===== config.mk =====
export PLATFORM = sky130hd
export DESIGN_NAME = ost_ctrl
export DESIGN_NICKNAME = d
export VERILOG_FILES = /design/src/sv/ost_pkg.sv /design/src/sv/ost_ctrl.sv
export SDC_FILE = /design/constraint.sdc
export NUM_CORES = 1
export LEC_CHECK = 0
export BUFFER_PORTS_ARGS = -buffer_cell sky130_fd_sc_hd__buf_2
export CORE_AREA = 2 2 39 41
export CTS_CLUSTER_DIAMETER = 200
export DETAILED_ROUTE_END_ITERATION = 16
export DIE_AREA = 0 0 41 43
export GPL_TIMING_DRIVEN = 0
export MAX_ROUTING_LAYER = met4
export PLACE_DENSITY = 0.43
export SETUP_SLACK_MARGIN = 0.1
export SYNTH_ARGS = -nofsm -noshare
export SYNTH_HDL_FRONTEND = slang
export SYNTH_SLANG_ARGS = --single-unit
export TNS_END_PERCENT = 5

===== constraint.sdc =====
create_clock -name clk -period 1.05 [get_ports clk]
set_input_delay 0.21 -clock clk [delete_from_list [all_inputs] [get_ports clk]]
set_output_delay 0.21 -clock clk [all_outputs]
set_load 0.01 [all_outputs]

===== src/sv/ost_pkg.sv =====
package ost_pkg;

  localparam int TableDepth = 256;
  localparam int IdxW       = $clog2(TableDepth);
  localparam int NumExch    = 16;
  localparam int CntW       = 9;

  localparam logic [2:0] REQ_INSERT = 3'd0;
  localparam logic [2:0] REQ_UPDATE = 3'd1;
  localparam logic [2:0] REQ_REMOVE = 3'd2;
  localparam logic [2:0] REQ_LOOKUP = 3'd3;
  localparam logic [2:0] REQ_COUNT  = 3'd4;

  localparam logic [1:0] ST_OK      = 2'd0;
  localparam logic [1:0] ST_DUP     = 2'd1;
  localparam logic [1:0] ST_MISSING = 2'd2;
  localparam logic [1:0] ST_FULL    = 2'd3;

  typedef struct packed {
    logic [2:0]  req_type;
    logic [63:0] order_key;
    logic [2:0]  lifecycle_code;
    logic [3:0]  exchange_num;
    logic [63:0] exchange_ref;
    logic [63:0] filled_amount;
    logic [63:0] remaining_amount;
    logic [63:0] time_ns;
  } in_item_t;

  typedef struct packed {
    logic [1:0]  status;
    logic [2:0]  out_lifecycle;
    logic [3:0]  out_exchange;
    logic [63:0] out_exchange_ref;
    logic [63:0] out_filled;
    logic [63:0] out_remaining;
    logic [63:0] out_updated_at;
    logic [8:0]  exchange_open;
    logic [8:0]  total_open;
  } out_item_t;

  typedef struct packed {
    logic [2:0]  lifecycle;
    logic [3:0]  exchange;
    logic [63:0] exchange_ref;
    logic [63:0] filled;
    logic [63:0] remaining;
    logic [63:0] updated_at;
  } rec_t;

  typedef struct packed {
    logic capture;
    logic scan;
    logic rd_rec;
    logic exec;
    logic count;
    logic report;
  } ost_cmd_t;

  typedef struct packed {
    logic scan_last;
  } ost_sts_t;

  function automatic logic lc_open(input logic [2:0] lc);
    return lc <= 3'd2;
  endfunction

  function automatic logic exch_in_range(input logic [3:0] x);
    return {1'b0, x} < 5'(NumExch);
  endfunction

endpackage


===== src/sv/ost_ctrl.sv =====
module ost_ctrl (
  input  logic            clk,
  input  logic            rst_n,
  input  logic            start,
  output logic            busy,
  input  ost_pkg::ost_sts_t sts,
  output ost_pkg::ost_cmd_t cmd
);

  typedef enum logic [2:0] {
    S_IDLE, S_SCAN, S_FLUSH, S_READ, S_EXEC, S_COUNT, S_REPORT
  } state_t;

  state_t state_r;

  always_ff @(posedge clk) begin
    if (!rst_n) begin
      state_r <= S_IDLE;
    end else begin
      case (state_r)
        S_IDLE:   if (start) state_r <= S_SCAN;
        S_SCAN:   if (sts.scan_last) state_r <= S_FLUSH;
        S_FLUSH:  state_r <= S_READ;
        S_READ:   state_r <= S_EXEC;
        S_EXEC:   state_r <= S_COUNT;
        S_COUNT:  state_r <= S_REPORT;
        S_REPORT: state_r <= S_IDLE;
        default:  state_r <= S_IDLE;
      endcase
    end
  end

  assign busy = (state_r != S_IDLE);

  always_comb begin
    cmd         = '0;
    cmd.capture = (state_r == S_IDLE) && start;
    cmd.scan    = (state_r == S_SCAN);
    cmd.rd_rec  = (state_r == S_READ);
    cmd.exec    = (state_r == S_EXEC);
    cmd.count   = (state_r == S_COUNT);
    cmd.report  = (state_r == S_REPORT);
  end

  a_accept_busy: assert property (@(posedge clk) disable iff (!rst_n)
    start && !busy |=> busy) else $error("accepted item did not raise busy");
  a_report_idle: assert property (@(posedge clk) disable iff (!rst_n)
    state_r == S_REPORT |=> !busy) else $error("no return to idle after report");
  a_scan_exit: assert property (@(posedge clk) disable iff (!rst_n)
    state_r == S_SCAN && sts.scan_last |=> state_r == S_FLUSH)
    else $error("scan did not end");

endmodule


==> flow_metrics.env, run 1 <==
export IMPL_status="complete, but fails checks"
export IMPL_violations="negative setup slack"
export IMPL_crit_path_end="cmd[5]"
export IMPL_drt_pass1_iter_count=1
export IMPL_worstSetupPathType="reg2out"
export IMPL_placedInstanceArea_sq_um=284
export IMPL_maxCapViolCount=0
export IMPL_synthMuxAreaShare_pct=0
export IMPL_synth_top_family_by_area="simple AND/OR/NAND/NOR gates"
export IMPL_p_leak_uw=0.000168
export IMPL_avgSynthCellArea_sq_um=8.39
export IMPL_place_gp_congestion=0.531
export IMPL_core_area_sq_um=1380
export IMPL_crit_path_start="state_r[1]"
export IMPL_netlist_area_leader_share_pct=29.8
export IMPL_drive_above_1_share_pct=60.0
export IMPL_syn_to_final_growth_pct=75.8
export IMPL_period_needed_ns=1.39
export IMPL_hp_start="rst_n"
export IMPL_worstMarginPinSlew_ns=0.170
export IMPL_final_nets=45
export IMPL_cp_max_fo=7
export IMPL_ys_seq_area_share_pct=29.8
export IMPL_synth_seq_cells=3
export IMPL_rsz0062_at_grt="yes"
export IMPL_die_h_um=43
export IMPL_fmax_mhz=718
export IMPL_reg2reg_slack_ns=0.08
export IMPL_via_per_inst=3.70
export IMPL_start_util_pct=14.6
export IMPL_synth_cells=24
export IMPL_wl_per_cell_um=8.36
export IMPL_synth_simple_area_share_pct=50.9
export IMPL_synth_compound_area_share_pct=11.8
export IMPL_ctsHoldBuffers=0
export IMPL_drc=0
export IMPL_grt_max_degree=10
export IMPL_cp_required_ns=0.84
export IMPL_ir_worst_vdd_mv=0.446
export IMPL_fin_setup_tns_ns=-1.49
export IMPL_io_buffer_count=10
export IMPL_first_global_vias=192
export IMPL_max_stage_delay_ns=0.40
export IMPL_ys_warn_count=0
export IMPL_cts_max_level=1
export IMPL_rows=14
export IMPL_path_cells="or3_4 > nor2_4 > buf_6"
export IMPL_hold_viol=0
export IMPL_synthAdderAreaFrac_pct=0
export IMPL_relSlewSlack_pct=88.6
export IMPL_antenna_left=0
export IMPL_rr_worst_depth=4
export IMPL_top_regs="state_r (3)"
export IMPL_reg2reg_to="state_r[0]"
export IMPL_numCtsBuffers=3
export IMPL_clk_path_buf_depth=2
export IMPL_synth_largest_area_cell="dfxtp_1"
export IMPL_synthDistinctLibCells=14
export IMPL_design_area_sq_um=354
export IMPL_fin_skew_ns=0.00504
export IMPL_cts_sinks=3
export IMPL_slew_viol_final=0
export IMPL_crit_path_end_kind="output pin"
export IMPL_cp_arrival_ns=1.18
export IMPL_root_buffer="clkbuf_4"
export IMPL_track_usage_pct=6.69
export IMPL_insertion_delay_ns=0.23
export IMPL_vias=207
export IMPL_ios=11
export IMPL_top_register="state_r"
export IMPL_drtIter0Drc=0
export IMPL_setup_ws_ns=-0.343
export IMPL_die_area_sq_um=1760
export IMPL_syn_area_sq_um=201
export IMPL_clkTransAtPathRegs_ns=0.04
export IMPL_totalWireLength_um=468
export IMPL_slowest_stage="or3_4"
export IMPL_syn_nets=28
export IMPL_grt_ovfl_total=0
export IMPL_largest_reg_flops=3
export IMPL_antenna_found_initial=0
export IMPL_power_density_nw_per_um2=1250
export IMPL_critPathLaunchType="flop"
export IMPL_r2r_start="state_r[1]"
export IMPL_min_path_type="in2reg"
export IMPL_cts_tree="yes"
export IMPL_synthTopCellsByArea="dfxtp_1 30%, nor2b_4 14%, nor2_1 9.3%"
export IMPL_synthXorXnorAreaFrac_pct=0
export IMPL_diodes=0
export IMPL_die_w_um=41
export IMPL_finalCritPeriodShare_pct=133
export IMPL_setup_violations=7
export IMPL_power_total_uw=444
export IMPL_grt_pass1_wl_um=731
cells in the final DEF (no fill, tap or decap):
master	instances
nand2_1	1
nor3b_2	1
and3b_1	1
o31a_1	1
inv_1	1
nor2_1	4
buf_4	2
buf_6	3
nor3_1	2
clkbuf_4	3
dfxtp_4	3
nor3b_1	1
o21a_1	2
and2_1	1
nand2b_1	1
or3_4	1
nor2_4	1
clkbuf_1	1
buf_2	8
nor2b_4	2
per-layer routing:
layer	wire (um)	track usage, %	vias up	part of all wire (%)
met4	0	6.00	0	0
met5	0	-	-	0
li1	-	-	113	-
met3	50	3.14	0	11
met2	203	7.81	9	43
met1	215	8.04	85	46
final cells by class:
cell class,count,area [sq um]
fillers,165,1030
multi-input cells,19,144
repair buffers,13,88.8
flip-flops and latches,3,71.3
clock buffers,4,26.3
well taps,16,20.0
inverters,1,3.75
cell usage after synthesis:
master and number:
nor3b_1 2, o31a_1 1, or3_1 1, nand2_1 1, and2_1 1, o21a_1 2, nor2b_4 2, nor2_1 5
buf_6 1, nand2b_1 1, nor3_1 2, dfxtp_1 3, inv_1 1, and3b_1 1
through the flow:
stage | cells | setup slack, ns | util [%] | hold slack [ns]
final | 56 | -0.343 | 25.6 | 0.222
after global placement | 50 | -0.173 | 20.5 | 0.466
after floorplan | 24 | -0.0948 | - | 0.327
after detailed placement | 50 | -0.178 | 20.5 | 0.467
after CTS | 55 | -0.393 | 24.1 | 0.222
after global routing | 56 | -0.381 | 25.6 | 0.234
critical path: cells and delay by family, from the launching register on:
family                 cells  cell delay, ns
AND/OR/NAND/NOR            2            0.51
flip-flops                 1            0.35
buffers and inverters      1            0.10
worst min-delay path by stage:
stage	endpoint	depth (start not counted)	slack, ns
final	state_r[2]	2	0.22
after global routing	state_r[1]	2	0.23
after CTS	state_r[2]	2	0.22
after detailed placement	state_r[2]	2	0.47
after global placement	state_r[1]	2	0.47
after floorplan	state_r[1]	1	0.33
power by group:
part           internal, uW  switching, uW  total (uW)
Combinational          62.2           44.8         107
Sequential              122           16.3         138
Clock                   142           56.7         199
Total                   326            118         444
timing repair:
action	4_1_cts	5_1_grt
setup buffers	1	2
setup endpoints to repair	9	9
resized for setup	4	6
pin swaps	4	3
logic make-up after synthesis:
group           count (synthesis)
compound gates                  3
buf+inv                         2
flops                           3
simple gates                   16
(Power assumes the default switching activity.)
==> run 2: changes to the inputs <==
--- a/config.mk
+++ b/config.mk
@@ -10,7 +10,7 @@
 export CTS_CLUSTER_DIAMETER = 200
 export DETAILED_ROUTE_END_ITERATION = 16
 export DIE_AREA = 0 0 41 43
-export GPL_TIMING_DRIVEN = 0
+export GPL_TIMING_DRIVEN = 1
 export MAX_ROUTING_LAYER = met4
 export PLACE_DENSITY = 0.43
 export SETUP_SLACK_MARGIN = 0.1
==> run 2 against run 1 <==
The run still ends with negative setup slack left. Utilization rose by 0.27 points. Critical path depth did not move. Fmax rose by 3.9%. Highest routed layer unchanged. Clock power rose by 3%. Largest cell class unchanged. Final area rose by 1.1%. Power rose by 4.9%. Cell count rose by 1.8%. Worst setup slack improved by 0.052 ns. Global-route usage rose by 1.2 points.
==> flow_metrics.env, run 2 (same netlist as run 1, synthesis figures left out) <==
export IMPL_grt_pass1_wl_um=834
export IMPL_r2r_start="state_r[1]"
export IMPL_finalCritPeriodShare_pct=128
export IMPL_clkTransAtPathRegs_ns=0.04
export IMPL_reg2reg_slack_ns=0.03
export IMPL_cts_tree="yes"
export IMPL_ir_worst_vdd_mv=0.261
export IMPL_die_h_um=43
export IMPL_violations="negative setup slack"
export IMPL_fin_skew_ns=0.00117
export IMPL_cp_max_fo=3
export IMPL_wl_per_cell_um=8.98
export IMPL_track_usage_pct=7.91
export IMPL_drive_above_1_share_pct=61.0
export IMPL_antenna_left=0
export IMPL_via_per_inst=3.77
export IMPL_cts_max_level=1
export IMPL_drtIter0Drc=3
export IMPL_cts_setup_buffers=0
export IMPL_grt_max_degree=8
export IMPL_final_common_cell="buf_2"
export IMPL_first_global_vias=228
export IMPL_syn_to_final_growth_pct=77.6
export IMPL_status="complete, but fails checks"
export IMPL_vias=215
export IMPL_setup_ws_ns=-0.291
export IMPL_fill_cells=156
export IMPL_min_path_type="in2reg"
export IMPL_grt_ovfl_total=0
export IMPL_relSlewSlack_pct=88.0
export IMPL_setup_violations=7
export IMPL_fin_setup_tns_ns=-1.46
export IMPL_ios=11
export IMPL_rr_worst_depth=4
export IMPL_maxCapViolCount=0
export IMPL_rsz0062_at_grt="yes"
export IMPL_worstSetupPathType="reg2out"
export IMPL_fmax_mhz=746
export IMPL_largest_reg_flops=3
export IMPL_diodes=0
export IMPL_root_buffer="clkbuf_4"
export IMPL_power_density_nw_per_um2=1300
export IMPL_crit_path_end_kind="output pin"
export IMPL_period_needed_ns=1.34
export IMPL_final_nets=46
export IMPL_place_gp_congestion=0.632
export IMPL_start_util_pct=14.6
export IMPL_ctsHoldBuffers=0
export IMPL_final_cell_mix="8 x buf_2, 4 x nor2_1, 4 x buf_6, 3 x clkbuf_4, 3 x dfxtp_2"
export IMPL_die_w_um=41
export IMPL_worstMarginPinSlew_ns=0.179
export IMPL_slew_viol_final=0
export IMPL_place_hpwl_um=375
export IMPL_cp_required_ns=0.84
export IMPL_multi_input_area_sq_um=144
export IMPL_fin_hold_ws_ns=0.217
export IMPL_core_area_sq_um=1380
export IMPL_clk_path_buf_depth=2
export IMPL_reg2reg_to="state_r[0]"
export IMPL_cts_sinks=3
export IMPL_die_area_sq_um=1760
export IMPL_top_register="state_r"
export IMPL_top_regs="state_r (3)"
export IMPL_antenna_found_initial=0
export IMPL_cp_arrival_ns=1.13
export IMPL_drt_pass1_iter_count=4
export IMPL_totalWireLength_um=512
export IMPL_crit_path_end="cmd[5]"
export IMPL_seq_area_sq_um=63.8
export IMPL_drc=0
export IMPL_hold_viol=0
export IMPL_rows=14
export IMPL_numCtsBuffers=3
export IMPL_crit_path_start="state_r[2]"
export IMPL_io_buffer_count=10
export IMPL_critPathLaunchType="flop"
export IMPL_insertion_delay_ns=0.23
export IMPL_p_leak_uw=0.000173
run 2: cell count changes in the layout (fill, tap and decap cells not counted):
cell	before	now
dfxtp_4	3	0
buf_6	3	4
dfxtp_2	0	3
run 2: repair_timing:
action,in CTS,in global routing
resized for setup,8,0
endpoints found under the setup margin,9,10
pin swaps,5,0
run 2: critical path, cell delays in order (launching register included):
cell and delay (ns):
dfxtp_2 0.32, or3_4 0.39, nor2_4 0.09, buf_6 0.10
run 2: how the worst min path moves through the flow:
| stage | slack [ns] | endpoint | cells after the start | from |
|---|---|---|---|---|
| after floorplan | 0.33 | state_r[1] | 1 | rst_n |
| after global placement | 0.45 | state_r[2] | 2 | rst_n |
| after CTS | 0.21 | state_r[2] | 2 | rst_n |
| after global routing | 0.23 | state_r[2] | 2 | rst_n |
| final | 0.22 | state_r[2] | 2 | rst_n |
| after detailed placement | 0.45 | state_r[2] | 2 | rst_n |
run 2: area by class of cell:
class	instances	share of cell area, %
Clock buffer	4	7.34
Multi-Input combinational cell	19	40.2
Timing Repair Buffer	14	28.0
Sequential cell	3	17.8
Tap cell	16	5.59
Inverter	1	1.05
run 2: where the power goes:
| part | internal, uW | switching, uW | total (uW) |
|---|---|---|---|
| Combinational | 71.8 | 58.5 | 130 |
| Sequential | 125 | 6.00 | 131 |
| Clock | 143 | 62.1 | 205 |
run 2: through the flow:
stage	total power [uW]	setup slack (ns)	cells	utilization [%]	instance area, sq um
2_1_floorplan	200	-0.0948	24	-	214
3_3_place_gp	247	-0.0625	53	21.9	303
3_5_place_dp	247	-0.0655	53	21.9	303
4_1_cts	479	-0.304	57	25.9	358
5_1_grt	498	-0.344	57	25.9	358
6_report	465	-0.291	57	25.9	358
run 2: per-layer routing:
metal,wire (um),GRT usage [%]
met5,0,-
met4,0,8.00
met3,53,3.14
met2,246,11.9
met1,212,6.71
==> run 3: changes to the inputs <==
--- a/config.mk
+++ b/config.mk
@@ -12,8 +12,9 @@
 export DIE_AREA = 0 0 41 43
 export GPL_TIMING_DRIVEN = 1
 export MAX_ROUTING_LAYER = met4
-export PLACE_DENSITY = 0.43
+export PLACE_DENSITY = 0.42
 export SETUP_SLACK_MARGIN = 0.1
+export SLEW_MARGIN = 5
 export SYNTH_ARGS = -nofsm -noshare
 export SYNTH_HDL_FRONTEND = slang
 export SYNTH_SLANG_ARGS = --single-unit
==> constraint.sdc (replaced) <==
create_clock -name clk -period 1.32 [get_ports clk]
set_input_delay 0.264 -clock clk [delete_from_list [all_inputs] [get_ports clk]]
set_output_delay 0.264 -clock clk [all_outputs]
set_load 0.01 [all_outputs]
==> run 3 against run 2 <==
The flow still finishes with violations (negative setup slack). Hold slack better by 0.054 ns. Cell count unchanged. Utilization down 0.36 points. Sequential cell count unchanged. Wire length up 4.9%. Register-to-register slack better by 0.25 ns. Non-clock buffer count unchanged. Global-route usage down 0.21 points. Via count up 4.2%. Final area down 1.4%. Largest cell class unchanged.
==> flow_metrics.env, run 3 (same netlist as run 1, synthesis figures left out) <==
export IMPL_start_util_pct=14.6
export IMPL_cts_sinks=3
export IMPL_grt_ovfl_total=0
export IMPL_core_area_sq_um=1380
export IMPL_finalCritPeriodShare_pct=105
export IMPL_power_total_uw=370
export IMPL_slew_viol_final=0
export IMPL_top_layer="met3"
export IMPL_largest_reg_flops=3
export IMPL_path_cells="or3_4 > nor2_4 > buf_6"
export IMPL_crit_path_end_kind="output pin"
export IMPL_min_path_type="in2reg"
export IMPL_max_stage_delay_ns=0.40
export IMPL_final_common_cell="buf_2"
export IMPL_status="complete, but fails checks"
export IMPL_multi_input_area_sq_um=144
export IMPL_drt_met1_wl_um=247
export IMPL_worstSetupPathType="reg2out"
export IMPL_fmax_mhz=719
export IMPL_place_gp_congestion=0.642
export IMPL_violations="negative setup slack"
export IMPL_hold_viol=0
export IMPL_ios=11
export IMPL_grt_pass1_wl_um=883
export IMPL_first_global_vias=231
export IMPL_clkTransAtPathRegs_ns=0.04
export IMPL_worstMarginPinSlew_ns=0.174
export IMPL_track_usage_pct=7.70
export IMPL_rr_worst_depth=4
export IMPL_cts_tree="yes"
export IMPL_setup_ws_ns=-0.0713
export IMPL_io_buffer_count=10
export IMPL_antenna_found_initial=0
export IMPL_drt_pass1_iter_count=2
export IMPL_die_h_um=43
export IMPL_p_leak_uw=0.000172
export IMPL_power_density_nw_per_um2=1050
export IMPL_relSlewSlack_pct=88.4
export IMPL_insertion_delay_ns=0.24
export IMPL_rsz0062_at_grt="yes"
export IMPL_drtIter0Drc=1
export IMPL_ir_worst_vdd_mv=0.512
export IMPL_final_cell_mix="8 x buf_2, 4 x nor2_1, 3 x clkbuf_4, 3 x buf_6, 3 x buf_4"
export IMPL_min_delay_path_depth=2
export IMPL_seq_area_sq_um=62.6
export IMPL_rows=14
export IMPL_top_regs="state_r (3)"
export IMPL_cp_max_fo=2
export IMPL_vias=224
export IMPL_die_area_sq_um=1760
export IMPL_fill_cells=151
export IMPL_final_nets=46
export IMPL_cp_arrival_ns=1.13
export IMPL_root_buffer="clkbuf_4"
export IMPL_fin_hold_ws_ns=0.271
export IMPL_drive_above_1_share_pct=58.5
export IMPL_period_needed_ns=1.39
export IMPL_grt_max_degree=8
export IMPL_syn_to_final_growth_pct=75.2
export IMPL_clk_path_buf_depth=2
export IMPL_cts_max_level=1
export IMPL_numCtsBuffers=3
export IMPL_maxCapViolCount=0
export IMPL_wl_per_cell_um=9.42
export IMPL_via_per_inst=3.93
export IMPL_slowest_stage="or3_4"
export IMPL_die_w_um=41
export IMPL_totalWireLength_um=537
export IMPL_critPathLaunchType="flop"
export IMPL_routed_wl_met2_um=236
export IMPL_top_register="state_r"
export IMPL_setup_violations=4
export IMPL_antenna_left=0
export IMPL_diodes=0
export IMPL_fin_skew_ns=0.00673
export IMPL_wl_met3_um=53
export IMPL_drc=0
export IMPL_cp_required_ns=1.06
[run 3: power breakdown]
group	switching [uW]	internal [uW]
Sequential	6.81	98.6
Clock	53.9	114
Combinational	44.6	52.7
[run 3: worst paths after layout]
path	startpoint	end	slack (ns)
max reg2reg	state_r[1]	state_r[0]	0.28
min reg2reg	state_r[2]	state_r[2]	0.63
max	state_r[1]	cmd[5]	-0.07
min	rst_n	state_r[1]	0.27
[run 3: critical path, delay by kind of cell (launching register included)]
| family | cells | cell delay (ns) |
|---|---|---|
| simple gates | 2 | 0.49 |
| flops | 1 | 0.30 |
| buf+inv | 1 | 0.10 |
[run 3: per-stage QoR]
step                utilization, %  setup slack [ns]  cells  area [sq um]  setup TNS, ns
global placement              21.3             0.105     52           295              0
detailed placement            21.3            0.0986     52           295              0
floorplan                        -             0.103     24           214              0
global route                  25.5            -0.111     57           353         -0.386
CTS                           24.9           -0.0866     57           344         -0.224
finish                        25.5           -0.0713     57           353         -0.147
[run 3: routing by layer]
layer	up-vias	track usage, %
met5	-	-
met4	0	6.00
met3	0	3.14
met2	11	9.38
met1	99	9.58
li1	114	-
[run 3: cell type report]
cell class | count | area share, %
Clock buffer | 4 | 7.45
Inverter | 1 | 1.06
Multi-Input combinational cell | 19 | 40.8
Sequential cell | 3 | 17.7
Tap cell | 16 | 5.67
Timing Repair Buffer | 14 | 27.3
[run 3: timing repair]
item / 4_1_cts / 5_1_grt
pin swaps: 2 / 1
hold buffers: 0 / 0
setup buffers: 1 / 0
gates resized for setup: 4 / 2
endpoints found under the setup margin: 7 / 7
